===== src/rtl/ace_pkg.sv =====
// Shared constants for the accumulator CPU execute block: opcodes, output kinds, sizes.
package ace_pkg;

   localparam int DATA_DEPTH      = 256;
   localparam int DATA_AW         = 8;
   localparam int STACK_DEPTH_DEF = 256;

   localparam logic [6:0] OP_NOP    = 7'd0;
   localparam logic [6:0] OP_LOAD   = 7'd1;
   localparam logic [6:0] OP_STORE  = 7'd2;
   localparam logic [6:0] OP_CALL   = 7'd3;
   localparam logic [6:0] OP_RET    = 7'd4;
   localparam logic [6:0] OP_JMP    = 7'd5;
   localparam logic [6:0] OP_JPOS   = 7'd6;
   localparam logic [6:0] OP_JZERO  = 7'd7;
   localparam logic [6:0] OP_JNEG   = 7'd8;
   localparam logic [6:0] OP_JCARRY = 7'd9;
   localparam logic [6:0] OP_CLC    = 7'd10;
   localparam logic [6:0] OP_AND    = 7'd16;
   localparam logic [6:0] OP_OR     = 7'd17;
   localparam logic [6:0] OP_XOR    = 7'd18;
   localparam logic [6:0] OP_NOT    = 7'd19;
   localparam logic [6:0] OP_SHL    = 7'd20;
   localparam logic [6:0] OP_SHR    = 7'd21;
   localparam logic [6:0] OP_CMP    = 7'd22;
   localparam logic [6:0] OP_ADD    = 7'd32;
   localparam logic [6:0] OP_SUB    = 7'd33;
   localparam logic [6:0] OP_INC    = 7'd34;
   localparam logic [6:0] OP_DEC    = 7'd35;
   localparam logic [6:0] OP_ABS    = 7'd36;
   localparam logic [6:0] OP_IN     = 7'd48;
   localparam logic [6:0] OP_OUTNUM = 7'd49;
   localparam logic [6:0] OP_OUTCH  = 7'd50;
   localparam logic [6:0] OP_OUTCHN = 7'd51;
   localparam logic [6:0] OP_NOP2   = 7'd112;
   localparam logic [6:0] OP_NOP3   = 7'd113;

   localparam logic [1:0] KIND_NONE   = 2'd0;
   localparam logic [1:0] KIND_NUM    = 2'd1;
   localparam logic [1:0] KIND_CHAR   = 2'd2;
   localparam logic [1:0] KIND_CHARNL = 2'd3;

endpackage


===== src/rtl/accumulator_cpu_execute_top.sv =====
// Top level of the accumulator CPU execute block with data memory and return stack.
// An instruction is taken in one transfer. The data memory and return stack reads are
// registered at that edge; the ALU and write-back run when the result register is empty
// or being taken, and the result is registered. A new instruction can be taken every
// cycle, so the sustained rate is one instruction per cycle while the result side keeps
// up. A store or call is forwarded to an indirect operand read or return read of the very
// next instruction. Reading a data memory or stack entry that was never written gives an
// unspecified value.
module accumulator_cpu_execute_top
   import ace_pkg::*;
#(
   parameter int STACK_DEPTH = STACK_DEPTH_DEF
) (
   input  logic       clock,
   input  logic       reset,
   input  logic       req_valid,
   output logic       req_ready,
   input  logic       req_indirect,
   input  logic [6:0] req_command,
   input  logic [7:0] req_operand,
   output logic       rsp_valid,
   input  logic       rsp_ready,
   output logic [7:0] rsp_next_address,
   output logic [1:0] rsp_out_kind,
   output logic [7:0] rsp_out_value,
   output logic [7:0] rsp_accumulator,
   output logic       rsp_carry,
   output logic       rsp_halted
);

   localparam int SLOT_W = $clog2(STACK_DEPTH);
   localparam logic [SLOT_W-1:0] LAST_SLOT = SLOT_W'(STACK_DEPTH - 1);
   localparam logic [SLOT_W-1:0] WRAP_SLOT = SLOT_W'(255 % STACK_DEPTH);

   function automatic logic [SLOT_W-1:0] slot_inc(input logic [7:0] sp,
                                                  input logic [SLOT_W-1:0] slot);
      logic [SLOT_W-1:0] r;
      if (sp == 8'hff || slot == LAST_SLOT) r = '0;
      else r = slot + SLOT_W'(1);
      return r;
   endfunction

   function automatic logic [SLOT_W-1:0] slot_dec(input logic [7:0] sp,
                                                  input logic [SLOT_W-1:0] slot);
      logic [SLOT_W-1:0] r;
      if (sp == 8'h00) r = WRAP_SLOT;
      else if (slot == '0) r = LAST_SLOT;
      else r = slot - SLOT_W'(1);
      return r;
   endfunction

   // memories
   logic [7:0] data_mem [DATA_DEPTH];
   logic [7:0] stack_mem [STACK_DEPTH];

   // architectural state
   logic [7:0]        acc_ff, acc_in;
   logic [7:0]        pc_ff, pc_in;
   logic [7:0]        sp_ff, sp_in;
   logic [SLOT_W-1:0] slot_ff, slot_in;
   logic              carry_ff, carry_in;
   logic              stopped_ff, stopped_in;

   // issue stage
   logic       s1_valid_ff;
   logic       s1_indirect_ff;
   logic [6:0] s1_command_ff;
   logic [7:0] s1_operand_ff;

   logic [7:0] dm_rd_ff, dm_fwd_data_ff;
   logic       dm_fwd_ff;
   logic [7:0] rs_rd_ff, rs_fwd_data_ff;
   logic       rs_fwd_ff;

   // result register
   logic       rsp_valid_ff;
   logic [7:0] rsp_next_address_ff;
   logic [1:0] rsp_out_kind_ff;
   logic [7:0] rsp_out_value_ff;
   logic [7:0] rsp_accumulator_ff;
   logic       rsp_carry_ff;
   logic       rsp_halted_ff;

   logic              accept, fire;
   logic [7:0]        ex_d, ex_ret;
   logic [1:0]        ex_kind;
   logic [7:0]        ex_oval;
   logic [8:0]        ex_sum, ex_diff;
   logic              dm_we, rs_we;
   logic [SLOT_W-1:0] rs_ra;

   assign fire      = s1_valid_ff && (!rsp_valid_ff || rsp_ready);
   assign req_ready = !s1_valid_ff || fire;
   assign accept    = req_valid && req_ready;

   assign ex_d   = s1_indirect_ff ? (dm_fwd_ff ? dm_fwd_data_ff : dm_rd_ff) : s1_operand_ff;
   assign ex_ret = (rs_fwd_ff ? rs_fwd_data_ff : rs_rd_ff) + 8'd1;
   assign ex_sum  = {1'b0, acc_ff} + {1'b0, ex_d};
   assign ex_diff = {1'b0, acc_ff} - {1'b0, ex_d};

   assign dm_we = fire && !stopped_ff && s1_command_ff == OP_STORE;
   assign rs_we = fire && !stopped_ff && s1_command_ff == OP_CALL;
   assign rs_ra = slot_dec(sp_in, slot_in);

   always_comb begin
      acc_in     = acc_ff;
      carry_in   = carry_ff;
      pc_in      = pc_ff;
      sp_in      = sp_ff;
      slot_in    = slot_ff;
      stopped_in = stopped_ff;
      ex_kind    = KIND_NONE;
      ex_oval    = 8'd0;
      if (fire && !stopped_ff) begin
         pc_in = pc_ff + 8'd1;
         unique case (s1_command_ff)
            OP_NOP, OP_IN, OP_NOP2, OP_NOP3: begin
            end
            OP_LOAD: acc_in = ex_d;
            OP_STORE: begin
            end
            OP_CALL: begin
               sp_in   = sp_ff + 8'd1;
               slot_in = slot_inc(sp_ff, slot_ff);
               pc_in   = ex_d;
            end
            OP_RET: begin
               sp_in   = sp_ff - 8'd1;
               slot_in = slot_dec(sp_ff, slot_ff);
               pc_in   = ex_ret;
               acc_in  = ex_d;
            end
            OP_JMP: pc_in = ex_d;
            OP_JPOS: if (!acc_ff[7]) pc_in = ex_d;
            OP_JZERO: if (acc_ff == 8'd0) pc_in = ex_d;
            OP_JNEG: if (acc_ff[7]) pc_in = ex_d;
            OP_JCARRY: if (carry_ff) pc_in = ex_d;
            OP_CLC: carry_in = 1'b0;
            OP_AND: acc_in = acc_ff & ex_d;
            OP_OR:  acc_in = acc_ff | ex_d;
            OP_XOR: acc_in = acc_ff ^ ex_d;
            OP_NOT: acc_in = ~acc_ff;
            OP_SHL: acc_in = (ex_d[7:3] != 5'd0) ? 8'd0 : (acc_ff << ex_d[2:0]);
            OP_SHR: acc_in = (ex_d[7:3] != 5'd0) ? 8'd0 : (acc_ff >> ex_d[2:0]);
            OP_CMP: begin
               if ({1'b0, acc_ff[6:0]} > ex_d) acc_in = acc_ff[7] ? 8'hff : 8'h01;
               else if (acc_ff == ex_d) acc_in = 8'h00;
               else acc_in = acc_ff[7] ? 8'h01 : 8'hff;
            end
            OP_ADD: begin
               acc_in   = ex_sum[7:0];
               carry_in = ex_sum[8];
            end
            OP_SUB: begin
               acc_in   = ex_diff[7:0];
               carry_in = !ex_diff[8];
            end
            OP_INC: acc_in = acc_ff + 8'd1;
            OP_DEC: acc_in = acc_ff - 8'd1;
            OP_ABS: if (acc_ff[7]) acc_in = ~acc_ff + 8'd1;
            OP_OUTNUM: begin
               ex_kind = KIND_NUM;
               ex_oval = acc_ff;
            end
            OP_OUTCH: begin
               ex_kind = KIND_CHAR;
               ex_oval = acc_ff;
            end
            OP_OUTCHN: begin
               ex_kind = KIND_CHARNL;
               ex_oval = acc_ff;
            end
            default: begin
               stopped_in = 1'b1;
               pc_in      = pc_ff;
            end
         endcase
      end
   end

   // data memory: read on transfer, write at execute
   always_ff @(posedge clock) begin
      if (dm_we) begin
         data_mem[ex_d] <= acc_ff;
      end
   end

   always_ff @(posedge clock) begin
      if (accept) begin
         dm_rd_ff       <= data_mem[req_operand];
         dm_fwd_ff      <= dm_we && ex_d == req_operand;
         dm_fwd_data_ff <= acc_ff;
      end
   end

   // return stack: read the slot below the post-execute pointer
   always_ff @(posedge clock) begin
      if (rs_we) begin
         stack_mem[slot_ff] <= pc_ff;
      end
   end

   always_ff @(posedge clock) begin
      if (accept) begin
         rs_rd_ff       <= stack_mem[rs_ra];
         rs_fwd_ff      <= rs_we && slot_ff == rs_ra;
         rs_fwd_data_ff <= pc_ff;
      end
   end

   always_ff @(posedge clock) begin
      if (accept) begin
         s1_indirect_ff <= req_indirect;
         s1_command_ff  <= req_command;
         s1_operand_ff  <= req_operand;
      end
      if (fire) begin
         rsp_next_address_ff <= stopped_ff ? pc_ff : pc_in;
         rsp_out_kind_ff     <= ex_kind;
         rsp_out_value_ff    <= ex_oval;
         rsp_accumulator_ff  <= acc_in;
         rsp_carry_ff        <= carry_in;
         rsp_halted_ff       <= stopped_in;
      end
   end

   always_ff @(posedge clock) begin
      if (reset) begin
         s1_valid_ff  <= 1'b0;
         rsp_valid_ff <= 1'b0;
         acc_ff       <= 8'd0;
         pc_ff        <= 8'd0;
         sp_ff        <= 8'd0;
         slot_ff      <= '0;
         carry_ff     <= 1'b0;
         stopped_ff   <= 1'b0;
      end else begin
         if (accept) s1_valid_ff <= 1'b1;
         else if (fire) s1_valid_ff <= 1'b0;
         if (fire) rsp_valid_ff <= 1'b1;
         else if (rsp_ready) rsp_valid_ff <= 1'b0;
         acc_ff     <= acc_in;
         pc_ff      <= pc_in;
         sp_ff      <= sp_in;
         slot_ff    <= slot_in;
         carry_ff   <= carry_in;
         stopped_ff <= stopped_in;
      end
   end

   assign rsp_valid        = rsp_valid_ff;
   assign rsp_next_address = rsp_next_address_ff;
   assign rsp_out_kind     = rsp_out_kind_ff;
   assign rsp_out_value    = rsp_out_value_ff;
   assign rsp_accumulator  = rsp_accumulator_ff;
   assign rsp_carry        = rsp_carry_ff;
   assign rsp_halted       = rsp_halted_ff;

endmodule

===== config.mk =====
export PLATFORM = sky130hd
export DESIGN_NAME = accumulator_cpu_execute_top
export DESIGN_NICKNAME = d
export VERILOG_FILES = /design/src/rtl/ace_pkg.sv /design/src/rtl/accumulator_cpu_execute_top.sv
export SDC_FILE = /design/constraint.sdc
export NUM_CORES = 2
export LEC_CHECK = 0
export BUFFER_PORTS_ARGS = -buffer_cell sky130_fd_sc_hd__buf_2
export CAP_MARGIN = 30
export CORE_AREA = 2 2 582 584
export CTS_BUF_LIST = sky130_fd_sc_hd__clkbuf_4 sky130_fd_sc_hd__clkbuf_8
export DETAILED_ROUTE_END_ITERATION = 12
export DIE_AREA = 0 0 584 586
export PLACE_DENSITY = 0.68
export SKIP_CTS_REPAIR_TIMING = 1
export SYNTH_ARGS = -nofsm -noshare
export SYNTH_HDL_FRONTEND = slang
export SYNTH_SLANG_ARGS = --single-unit
export TNS_END_PERCENT = 10

===== constraint.sdc =====
create_clock -name clock -period 8.42 [get_ports clock]
set_input_delay 0.842 -clock clock [delete_from_list [all_inputs] [get_ports clock]]
set_output_delay 0.842 -clock clock [all_outputs]
set_load 0.01 [all_outputs]

==> impl_metrics.py <==
metrics = {
    "sta": {
        "fin_tns_setup_ns": 0,
        "fin_crit_sh_pct": 95.21,
        "setup_viol": 0,
        "worst_pin_slew_ns": 1.409,
        "min_period_ns": 8.017,
        "max_slew_margin_pct": 6.080,
        "worst_slack_ns": 0.4032,
        "slew_viol_final": 0,
        "max_freq_ghz": 0.1247,
        "skew_ns": 0.06165,
        "hold_viol_final": 0,
        "rsz0062_at_grt": "false",
    },
    "die": {
        "die_area_mm2": 0.3422,
        "start_util_pct": 49.80,
        "io_pins": 50,
        "rows": 213,
        "die_y_um": 586,
        "die_w_um": 584,
        "core_area_mm2": 0.3358,
    },
    "drt": {
        "via_per_inst": 6.618,
        "vias": 99420,
        "wire_per_inst_um": 33.18,
        "post-route-drc-count": 0,
        "dr.pass1.iters": 12,
        "ant_nets": 0,
        "wl_mm": 498.5,
        "drt_iter0_drc": 15990,
    },
    "cells_and_area": {
        "multi_input_area_mm2": 0.03884,
        "final_cell_mix": "4174 x edfxtp_1, 958 x nor2_1, 881 x nand2_1",
        "layout.nets": 10160,
        "fillCellCount": 25370,
        "layout-drive-gt1-share_pct": 20.52,
        "final_common_cell": "edfxtp_1",
        "register_area_mm2": 0.1261,
        "area_growth_pct": 11.55,
    },
    "cts": {
        "htreeDepth": 6,
        "cts.sinks": 4210,
        "clockRootBuffer": "clkbuf_8",
        "cts_buffers": 644,
        "cts.path.max_buffers": 4,
        "cts_tree": "built",
        "clk_pin_slew_ns": 0.06,
        "insertion_delay_ns": 1.20,
    },
    "critical_path": {
        "critical_path_class": "register to register",
        "cp-start-kind": "register",
        "crit_start": "s1_command_ff[2]$_DFFE_PP_",
        "arrival_ns": 8.93,
        "path_buf_inv": 4,
        "crit_top_cell": "buf_4",
        "crit_path_end_kind": "register",
        "path_cells": "or4b_1, nor4_1, a211oi_1, buf_4, nor2_4, inv_8, ha_4, inv_1, o31a_1, nand3_1, nand2_4, o21ai_4, buf_4, a221oi_1, o21ai_0, a31oi_1, o41ai_1, a21oi_1, o21ai_1",
        "worst_r2r_startpoint": "s1_command_ff[2]$_DFFE_PP_",
        "endpoint": "rs_rd_ff[0]$_DFFE_PP_",
        "crit_path_max_incr_delay_ns": 0.89,
        "path_delay_family": "compound AO/OA/AOI/OAI gates",
        "worstRegToRegCells": 19,
        "worstSetupPathDepth": 19,
        "crit_slowest_cell": "or4b_1",
        "rrSetupSlack_ns": 0.40,
        "worst_r2r_endpoint": "rs_rd_ff[0]$_DFFE_PP_",
        "path_max_fanout": 58,
        "worst-endpoint-required_ns": 9.33,
    },
    "grt": {
        "gr-usage-all-layers_pct": 28.62,
        "grt_max_degree": 209,
        "grt_pass1_wl_mm": 703.1,
        "grt_overflow_total": 0,
        "antenna_found_initial": 24,
        "grt_pass1_vias": 95080,
    },
    "place": {
        "hpwl_mm": 298.9,
        "gp_congestion": 0.9577,
        "dp_slack_ns": 0.8930,
        "port_buffers": 49,
    },
    "power_and_ir_drop": {
        "p_switching_mw": 8.672,
        "pwr-share-clk_pct": 40.6,
        "powerDensity_mw_per_mm2": 216.5,
        "switching_share_pct": 21.48,
        "intPower_mw": 31.71,
        "comb_power_share_pct": 2.9,
        "seq_power_share_pct": 56.5,
        "vdd_drop_max_v": 0.0001688,
        "power_leakage_nw": 60.43,
    },
    "synth": {
        "ys_types": 102,
        "synth_compound_area_share_pct": 6.407,
        "netlist_area_mm2": 0.1672,
        "synth_edf_count": 4174,
        "avgSynthCellArea_um2": 17.23,
        "synth_top_family_by_area": "multiplexers",
        "synthXorXnorAreaFrac_pct": 0.1885,
        "yosys.area_share.simple_pct": 5.796,
        "synth_adder_area_share_pct": 0.3412,
        "syn_nets": 9771,
        "ys_ff_latch": 4210,
        "netlist_instances": 9708,
        "synthFlopType": "edfxtp_1",
        "synthArstFlopShare_pct": 0,
        "synthMuxAreaShare_pct": 10.26,
        "ys_seq_area_share_pct": 75.38,
        "yosys_warnings": 0,
    },
    "min_path": {
        "min_path_cells": 1,
        "min_path_type": "input pin to register",
    },
    "run_status": {
        "status": "completed",
    },
    "job": {
        "maxCapViolations": 0,
    },
}
[cells by family (layout without fill, tap and decap cells)]
logic type | after synthesis | after routing
adders and majority gates | 44 | 44
other | 0 | 17
buffers and inverters | 684 | 1575
muxes | 838 | 838
DFF | 4210 | 4210
AOI/OAI and AO/OA | 1569 | 1569
and+or+nand+nor | 2327 | 2327
xor gates and xnor gates | 36 | 36
[sequential cells by signal, summed over array words and instances, names as in the netlist, 2 cells and up]
register	cells
acc_ff	8
data_mem	2048
dm_fwd_data_ff	8
dm_rd_ff	8
pc_ff	8
rs_fwd_data_ff	8
rs_rd_ff	8
rsp_accumulator	8
rsp_next_address	8
rsp_out_kind	2
rsp_out_value	8
s1_command_ff	7
s1_operand_ff	8
slot_ff	8
sp_ff	8
stack_mem	2048
[power groups by stage]
stage	registers [mW]	logic, mW	clock network, mW
after global routing	22.8	1.22	17.4
after detailed placement	23.2	1.15	0
after CTS	22.8	1.16	16.5
after global placement	23.2	1.13	0
after floorplan	23.3	0.704	0
final	22.8	1.17	16.4
[metal layers]
| layer | vias to the layer above | share of wire, % | wire length [µm] | global-route usage (%) |
|---|---|---|---|---|
| met5 | - | 0.017 | 86 | 0 |
| met4 | 12 | 4.2 | 21010 | 10.88 |
| met3 | 1261 | 14 | 71690 | 9.186 |
| met2 | 7512 | 43 | 216700 | 41.16 |
| met1 | 50720 | 38 | 189000 | 40.91 |
| li1 | 39920 | - | - | - |
[final cells by class]
class                           instances  area share, %
Timing Repair Buffer                  388          1.944
Inverter                               37        0.07982
Clock inverter                        286         0.8840
Sequential cell                      4210          67.61
Clock buffer                          864          5.684
Tap cell                             4407          2.956
Multi-Input combinational cell       4814          20.82
Antenna cell                           17        0.02280
[cells in the mapped netlist (all sizes together), types with 15 or more instances]
cell type,number,area share (%)
mux2i,121,0.72
a221oi,62,0.32
a311oi,18,0.094
a21oi,190,0.57
or3,23,0.086
o22ai,283,1.1
o21bai,16,0.072
o311ai,15,0.079
o22a,28,0.15
nand2,889,2.0
nand3,145,0.44
nand4,18,0.067
edfxtp,4174,75
mux4,699,9.4
buf,264,0.68
dfxtp,36,0.43
a31oi,226,0.85
o211ai,76,0.34
nor3,109,0.33
a211oi,45,0.21
ha,40,0.30
nor2b,31,0.12
and3,41,0.15
mux2,18,0.12
o2111ai,18,0.094
a22oi,43,0.20
o21ai,240,0.72
a21o,22,0.099
and2,18,0.067
o221ai,108,0.57
clkbuf,383,0.86
nor2,968,2.2
nor4,36,0.14
inv,36,0.081
xnor2,28,0.15
[worst min path at each step]
stage	startpoint	to	slack (ns)
6_report	req_operand[7]	s1_operand_ff[7]$_DFFE_PP_	0.11
3_5_place_dp	stopped_ff$_SDFF_PP0_	rsp_halted$_DFFE_PP_	0.56
4_1_cts	req_command[4]	s1_command_ff[4]$_DFFE_PP_	-0.24
2_1_floorplan	s1_valid_ff$_SDFFE_PP0P_	rsp_valid$_SDFFE_PP0P_	0.50
5_1_grt	req_operand[7]	s1_operand_ff[7]$_DFFE_PP_	0.03
3_3_place_gp	s1_valid_ff$_SDFFE_PP0P_	rsp_valid$_SDFFE_PP0P_	0.53
[metrics by stage]
stage	util, %	instance area [µm²]	std cells	hold slack, ns	total power, mW
finish	55.55	186500	15020	0.1085	40.38
global route	55.54	186500	15010	0.03203	41.37
CTS	55.40	186000	14970	-0.2382	40.50
detailed placement	51.76	173800	13820	0.5602	24.40
global placement	51.55	173100	13760	0.5299	24.38
floorplan	-	167200	9708	0.5033	23.98
Power figures use the tool's default switching activity.
